File: config.mk
export PLATFORM = sky130hd
export DESIGN_NAME = scancode_set1_key_decoder_unit
export DESIGN_NICKNAME = d
export VERILOG_FILES = /design/src/rtl/core/scd_pkg.sv /design/src/rtl/core/scancode_set1_key_decoder_unit.sv
export SDC_FILE = /design/constraint.sdc
export NUM_CORES = 1
export LEC_CHECK = 0
export BUFFER_PORTS_ARGS = -buffer_cell sky130_fd_sc_hd__buf_4
export CAP_MARGIN = 20
export CORE_ASPECT_RATIO = 0.6
export CORE_MARGIN = 3
export CORE_UTILIZATION = 30
export CTS_CLUSTER_SIZE = 8
export DETAILED_ROUTE_END_ITERATION = 6
export HOLD_SLACK_MARGIN = 0.02
export PLACE_DENSITY = 0.54
export SLEW_MARGIN = 15
export SYNTH_ARGS = -nofsm -noshare
export SYNTH_HDL_FRONTEND = slang
export SYNTH_SLANG_ARGS = --single-unit
File: constraint.sdc
create_clock -name i_clk -period 8.05 [get_ports i_clk]
set_clock_uncertainty 0.2 [all_clocks]
set_input_delay 0.4025 -clock i_clk [delete_from_list [all_inputs] [get_ports i_clk]]
set_output_delay 0.4025 -clock i_clk [all_outputs]
set_load 0.01 [all_outputs]
File: src/rtl/core/scd_pkg.sv
package scd_pkg;

    localparam int KEY_COUNT     = 256;
    localparam int TABLE_ENTRIES = 58;
    localparam int TABLE_SIZE    = 58;

    localparam logic [7:0] PREFIX_BYTE = 8'hE0;
    localparam logic [7:0] LOW_MASK    = 8'h7F;
    localparam logic [7:0] HIGH_BIT    = 8'h80;
    localparam logic [7:0] LSHIFT_KEY  = 8'h2A;
    localparam logic [7:0] RSHIFT_KEY  = 8'h36;

    localparam logic ACTION_SCAN  = 1'b0;
    localparam logic ACTION_QUERY = 1'b1;
    localparam logic KIND_EVENT   = 1'b0;
    localparam logic KIND_REPLY   = 1'b1;

    typedef logic [6:0] t_char;

    typedef struct packed {
        logic        action;
        logic [7:0]  scan_byte;
        logic [7:0]  query_key;
        logic [31:0] time_stamp;
    } t_key_in;

    typedef struct packed {
        logic        kind;
        logic [7:0]  event_key;
        t_char       character;
        logic [31:0] event_time;
        logic        pressed;
    } t_key_out;

    localparam t_char PLAIN_MAP [TABLE_SIZE] = '{
        7'h00, 7'h1B, 7'h31, 7'h32, 7'h33, 7'h34, 7'h35, 7'h36, 7'h37, 7'h38,
        7'h39, 7'h30, 7'h2D, 7'h3D, 7'h08,
        7'h09, 7'h71, 7'h77, 7'h65, 7'h72, 7'h74, 7'h79, 7'h75, 7'h69, 7'h6F,
        7'h70, 7'h5B, 7'h5D, 7'h0A,
        7'h01, 7'h61, 7'h73, 7'h64, 7'h66, 7'h67, 7'h68, 7'h6A, 7'h6B, 7'h6C,
        7'h3B, 7'h27, 7'h60, 7'h02,
        7'h5C, 7'h7A, 7'h78, 7'h63, 7'h76, 7'h62, 7'h6E, 7'h6D, 7'h2C, 7'h2E,
        7'h2F, 7'h03, 7'h2A, 7'h04, 7'h20
    };

    localparam t_char UPPER_MAP [TABLE_SIZE] = '{
        7'h00, 7'h1B, 7'h21, 7'h40, 7'h23, 7'h24, 7'h25, 7'h5E, 7'h26, 7'h2A,
        7'h28, 7'h29, 7'h5F, 7'h2B, 7'h08,
        7'h09, 7'h51, 7'h57, 7'h45, 7'h52, 7'h54, 7'h59, 7'h55, 7'h49, 7'h4F,
        7'h50, 7'h7B, 7'h7D, 7'h0A,
        7'h01, 7'h41, 7'h53, 7'h44, 7'h46, 7'h47, 7'h48, 7'h4A, 7'h4B, 7'h4C,
        7'h3A, 7'h22, 7'h7E, 7'h02,
        7'h7C, 7'h5A, 7'h58, 7'h43, 7'h56, 7'h42, 7'h4E, 7'h4D, 7'h3C, 7'h3E,
        7'h3F, 7'h03, 7'h2A, 7'h04, 7'h20
    };

    // Keys past the end of the US layout translate to no character.
    function automatic t_char lookup_char(input logic [7:0] idx, input logic upper);
        t_char ch;
        ch = '0;
        if ((int'(idx) < TABLE_ENTRIES) && (int'(idx) < TABLE_SIZE)) begin
            ch = upper ? UPPER_MAP[idx[5:0]] : PLAIN_MAP[idx[5:0]];
        end
        return ch;
    endfunction

endpackage

File: src/rtl/core/scancode_set1_key_decoder_unit.sv
// Scan code set 1 key decoder. Each transaction on the input channel carries either a
// keyboard byte or a query for one key's pressed state; unless stalled, the block accepts
// one transaction per clock and returns at most one result, which passes through the
// input register, where the byte is decoded against the shift, prefix and pressed-key
// flags, and then the result register. The input stalls only while the result register
// is full and held by a stalled output and the waiting transaction produces a result.
module scancode_set1_key_decoder_unit
    import scd_pkg::*;
(
    input  logic     i_clk,
    input  logic     i_rst_n,
    input  logic     i_in_valid,
    output logic     o_in_stall,
    input  t_key_in  i_in_data,
    output logic     o_out_valid,
    input  logic     i_out_stall,
    output t_key_out o_out_data
);

    logic                 r_in_valid;
    t_key_in              r_in;
    logic                 r_out_valid;
    t_key_out             r_out;
    logic [KEY_COUNT-1:0] r_pressed;
    logic                 r_shift;
    logic                 r_ext;

    logic       is_query;
    logic       is_prefix;
    logic       is_release;
    logic       is_shift;
    logic [7:0] key_idx;
    t_char      key_char;
    logic       has_result;
    logic       out_free;
    logic       advance;
    t_key_out   n_out;

    always_comb begin
        is_query   = (r_in.action == ACTION_QUERY);
        is_prefix  = (r_in.scan_byte == PREFIX_BYTE);
        is_release = ((r_in.scan_byte & HIGH_BIT) != 8'h00);
        key_idx    = (r_in.scan_byte & LOW_MASK) | (r_ext ? HIGH_BIT : 8'h00);
        is_shift   = (key_idx == LSHIFT_KEY) || (key_idx == RSHIFT_KEY);
        key_char   = lookup_char(key_idx, r_shift);
        has_result = is_query ||
                     (!is_prefix && !is_release && !is_shift && (key_char != '0));
        out_free   = !r_out_valid || !i_out_stall;
        advance    = r_in_valid && (!has_result || out_free);

        if (is_query) begin
            n_out.kind       = KIND_REPLY;
            n_out.event_key  = r_in.query_key;
            n_out.character  = '0;
            n_out.pressed    = r_pressed[r_in.query_key];
        end else begin
            n_out.kind       = KIND_EVENT;
            n_out.event_key  = key_idx;
            n_out.character  = key_char;
            n_out.pressed    = 1'b1;
        end
        n_out.event_time = r_in.time_stamp;
    end

    assign o_in_stall  = r_in_valid && !advance;
    assign o_out_valid = r_out_valid;
    assign o_out_data  = r_out;

    always_ff @(posedge i_clk) begin
        if (!i_rst_n) begin
            r_in_valid <= 1'b0;
        end else if (!o_in_stall) begin
            r_in_valid <= i_in_valid;
        end
    end

    always_ff @(posedge i_clk) begin
        if (!o_in_stall && i_in_valid) begin
            r_in <= i_in_data;
        end
    end

    always_ff @(posedge i_clk) begin
        if (!i_rst_n) begin
            r_out_valid <= 1'b0;
        end else if (out_free) begin
            r_out_valid <= advance && has_result;
        end
    end

    always_ff @(posedge i_clk) begin
        if (out_free && advance && has_result) begin
            r_out <= n_out;
        end
    end

    // Key state changes only when the scan byte leaves the input register.
    always_ff @(posedge i_clk) begin
        if (!i_rst_n) begin
            r_pressed <= '0;
            r_shift   <= 1'b0;
            r_ext     <= 1'b0;
        end else if (advance && !is_query) begin
            if (is_prefix) begin
                r_ext <= 1'b1;
            end else begin
                r_pressed[key_idx] <= !is_release;
                if (is_shift) begin
                    r_shift <= !is_release;
                end
                r_ext <= 1'b0;
            end
        end
    end

endmodule

==> results.rst <==
.. list-table::
   :header-rows: 1

   * - Metric
     - Value
   * - Status
     - finished clean
   * - Share of total power in combinational logic
     - 0.078
   * - Max_cap viols
     - 0
   * - Maximum fanout along the worst path
     - 83
   * - Number of vias per cell
     - 5.842
   * - Placed Cells incl. Taps
     - 2,279
   * - Critical path startpoint
     - r_in[41]
   * - PD cells
     - 210.5 nW/um^2
   * - XOR/XNOR Fraction of Synth Area
     - 0.001583
   * - Reg2reg end
     - r_pressed[232]
   * - Average wire per standard cell
     - 24.64 um
   * - Cell class contributing the biggest share of worst-path delay
     - simple AND/OR/NAND/NOR gates
   * - Combinational family with the most area after synthesis
     - compound AO/OA/AOI/OAI gates
   * - Number of standard cells after synthesis
     - 1,592
   * - Fraction of registers with async set or reset after synthesis
     - 0
   * - EDFF count, synth
     - 98
   * - Boundary Pins
     - 104
   * - Hold-critical path depth
     - 3
   * - Worst Tran Pin Value
     - 1201 ps
   * - Max-slew violations
     - 0
   * - Post-synth design cell area
     - 16,600 um^2
   * - Netlist cell types
     - 73
   * - FMAX
     - 182.8 MHz
   * - Total overflow reported by the global router
     - 0
   * - Compound-gate portion of the synthesized area
     - 0.2034
   * - Number of buffers added for setup after CTS
     - 0
   * - Violation count after the first detailed-route iteration
     - 1,939
   * - Int Power
     - 3139 uW
   * - Floorplan die area
     - 58,290 um^2
   * - Library cell used as clock root buffer
     - clkbuf_16
   * - Register area share after synthesis
     - 0.4908
   * - Share of layout cells above drive strength 1
     - 0.2113
   * - Maximum level of the CTS H-tree
     - 2
   * - Static Leakage
     - 0.006644 uW
   * - Arrival time at the worst endpoint
     - 5770 ps
   * - Maximum number of pins on one net before global-route repair
     - 109
   * - Stage delay of the slowest cell on the critical path
     - 900 ps
   * - CP Cell Sequence
     - inv_1, ha_1, and3b_1, a211oi_1, a211oi_1, a311oi_2, and4_1, a22oi_2, buf_4, or2_1, o221a_2
   * - Global-route wire length before repair
     - 87.61 mm
   * - Crit Path Class
     - register to register
   * - Initial standard-cell utilization of the core
     - 0.3051
   * - Post-detailed-routing wire length
     - 59.11 mm
   * - Final hold violation count
     - 0
   * - Setup repair after global routing missed its margin
     - no
   * - Post-layout instance count excluding filler cells
     - 2,399
   * - Most frequent cell on the critical path
     - a211oi_1
   * - Critical path startpoint category
     - register
   * - Iteration count of the initial detailed-routing pass
     - 6
   * - Final setup vio count
     - 0
   * - Part of the cycle the worst path needs
     - 0.6795
   * - Minimum clock period after layout
     - 5470 ps
   * - Nets@finish
     - 1,734
   * - Vias in the first global route
     - 13,230
   * - Crit path max-delay cell type
     - and3b_1
   * - Latest clock arrival within the worst-skew pair
     - 570 ps
   * - Seq cells post-synth
     - 358
   * - Type of element capturing the critical path
     - register
   * - Clock transition at path regs
     - 50 ps
   * - Share of total power in the clock network
     - 0.465
   * - Switching portion of total power
     - 0.2446
   * - Register share of total power
     - 0.457
   * - Via count
     - 14,020
   * - Area share of fa/ha/maj cells after synthesis
     - 0.009044
   * - Row Count
     - 66
   * - Core Region
     - 54,420 um^2
   * - Routability Congestion
     - 0.8732
   * - Clock tree from TritonCTS
     - built
   * - Die X
     - 309.7 um
   * - Commonest register cell after synthesis
     - dfxtp_1
   * - Final-layout setup total negative slack
     - 0 ps
   * - CP Buf/Inv Count
     - 2
   * - Worst r2r src
     - r_in[41]
   * - Mux cell area share after synthesis
     - 0.1316
   * - Net count after synthesis
     - 1,657
   * - Antenna cell count
     - 0
   * - Area growth from synthesis to layout
     - 18.87%
   * - Die height
     - 188.2 um
   * - Net Switching
     - 1016 uW
   * - Kind of path behind the tightest hold check
     - input port to register
   * - Final antenna-violating net count
     - 0
   * - Max IR drop VDD
     - 0.1448 mV
   * - Commonest cells after routing, fill and taps aside
     - dfxtp_1 (260), nor2_1 (187), a21oi_1 (170)
   * - Hold Crit Start
     - i_rst_n
   * - Number of clock sinks
     - 358
   * - Syn avg cell area
     - 10.43 um^2
   * - Clock buffer depth
     - 3
   * - Post-detailed-placement half-perimeter wirelength
     - 38.23 mm
   * - Yosys warning count
     - 0
   * - Count of port buffers added during placement
     - 103
   * - Number of cells traversed by the worst register-to-register path
     - 11
   * - Slew HR
     - 0.1964
   * - Commonest non-fill, non-tap cell in the layout
     - dfxtp_1
   * - Number of instances resized during post-cts repair
     - 0
   * - Total clock buffers created by CTS
     - 50
   * - Endpoint, Worst Hold
     - r_pressed[189]
   * - Post-synthesis share of cell area spent on and, or, nand and nor gates
     - 0.1152
   * - Drc violations
     - 0
   * - Initial antenna violation count
     - 1
   * - Reg2Reg Setup Slack
     - 2580 ps
   * - Combined global-route utilization of all metal layers
     - 0.1986
   * - Required time of the critical path
     - 8350 ps
power groups by stage:
stage               Sequential (uW)  Combinational, uW  Clock [uW]
floorplan                      1930                182           0
global placement               1930                295           0
detailed placement             1940                296           0
CTS                            1900                318        1960
global route                   1900                345        2050
finish                         1900                324        1930
Yosys cell counts, types with 7 or more instances:
master    number  share of area
dfxtp_1      260           0.31
nor2_1       187          0.042
a21oi_1      170          0.051
o21ai_0      154          0.046
clkbuf_1     115          0.026
edfxtp_1      98           0.18
mux4_2        85           0.12
nor3_1        83          0.025
nand2_1       66          0.015
o221a_2       50          0.034
a311oi_1      35          0.018
buf_2         26         0.0078
nand3_1       22         0.0066
mux2i_1       21          0.013
o221a_1       20          0.014
nor2b_1       17         0.0064
a211oi_1      15         0.0068
a31oi_1       15         0.0057
buf_4         12         0.0054
ha_1          12         0.0090
nand2b_1       9         0.0034
buf_6          8         0.0054
inv_1          7         0.0016
routing by layer:
metal	track usage	part of all wire	up-vias
met2	0.2596	0.39	779
met3	0.07808	0.14	70
met5	0	0	-
li1	-	-	6173
met4	0.03687	0.013	0
met1	0.3045	0.46	6993
what timing repair did:
action | 4_1_cts | 5_1_grt
endpoints found under the setup margin | 0 | 0
hold endpoints to repair | 51 | 0
hold buffers | 51 | 0
worst max-delay path by stage:
stage / depth (start not counted) / slack (ps) / endpoint
2_1_floorplan: 10 / 1260 / o_out_data[0]
3_3_place_gp: 11 / 2830 / n_out[17]
3_5_place_dp: 11 / 2840 / r_pressed[232]
4_1_cts: 10 / 2770 / o_in_stall
5_1_grt: 11 / 2360 / r_pressed[232]
6_report: 11 / 2580 / r_pressed[232]
registers in the layout, summed over array words and instances, names as in the netlist, 15 cells and up:
signal / count
r_pressed: 256
o_out_data: 49
n_out: 32
r_in: 15
logic make-up after synthesis:
logic type | Yosys count
adders and majority gates | 12
buffers and inverters | 177
AOI/OAI and AO/OA | 510
DFF | 358
xor gates and xnor gates | 3
and+or+nand+nor | 421
muxes | 111
stage by stage:
step / worst slack (ps) / power, uW / hold WS (ps) / instance area (um^2) / util
2_1_floorplan: 1263 / 2115 / 200.3 / 16600 / -
3_3_place_gp: 2829 / 2229 / 200.2 / 17780 / 0.3267
3_5_place_dp: 2837 / 2231 / 204.5 / 17820 / 0.3275
4_1_cts: 2769 / 4180 / 30.81 / 19710 / 0.3621
5_1_grt: 2363 / 4298 / 46.23 / 19730 / 0.3626
6_report: 2580 / 4155 / 52.40 / 19730 / 0.3626
worst reg2reg max path, cell delays in order (launching register included):
cell      delay (ps)
edfxtp_1         700
inv_1            370
ha_1             740
and3b_1          910
a211oi_1         120
a211oi_1         250
a311oi_2         100
and4_1           250
a22oi_2          180
buf_4            700
or2_1            630
o221a_2          270
area by class of cell:
type	instances	area, um^2
repair buffers	189	1598
clock inverters	2	28.78
inverters	13	48.80
clock buffers	66	1343
flip-flops and latches	358	8148
well taps	714	893.4
fillers	5302	34690
multi-input cells	1057	7675
Note: power is estimated with default switching activity, not from simulation.
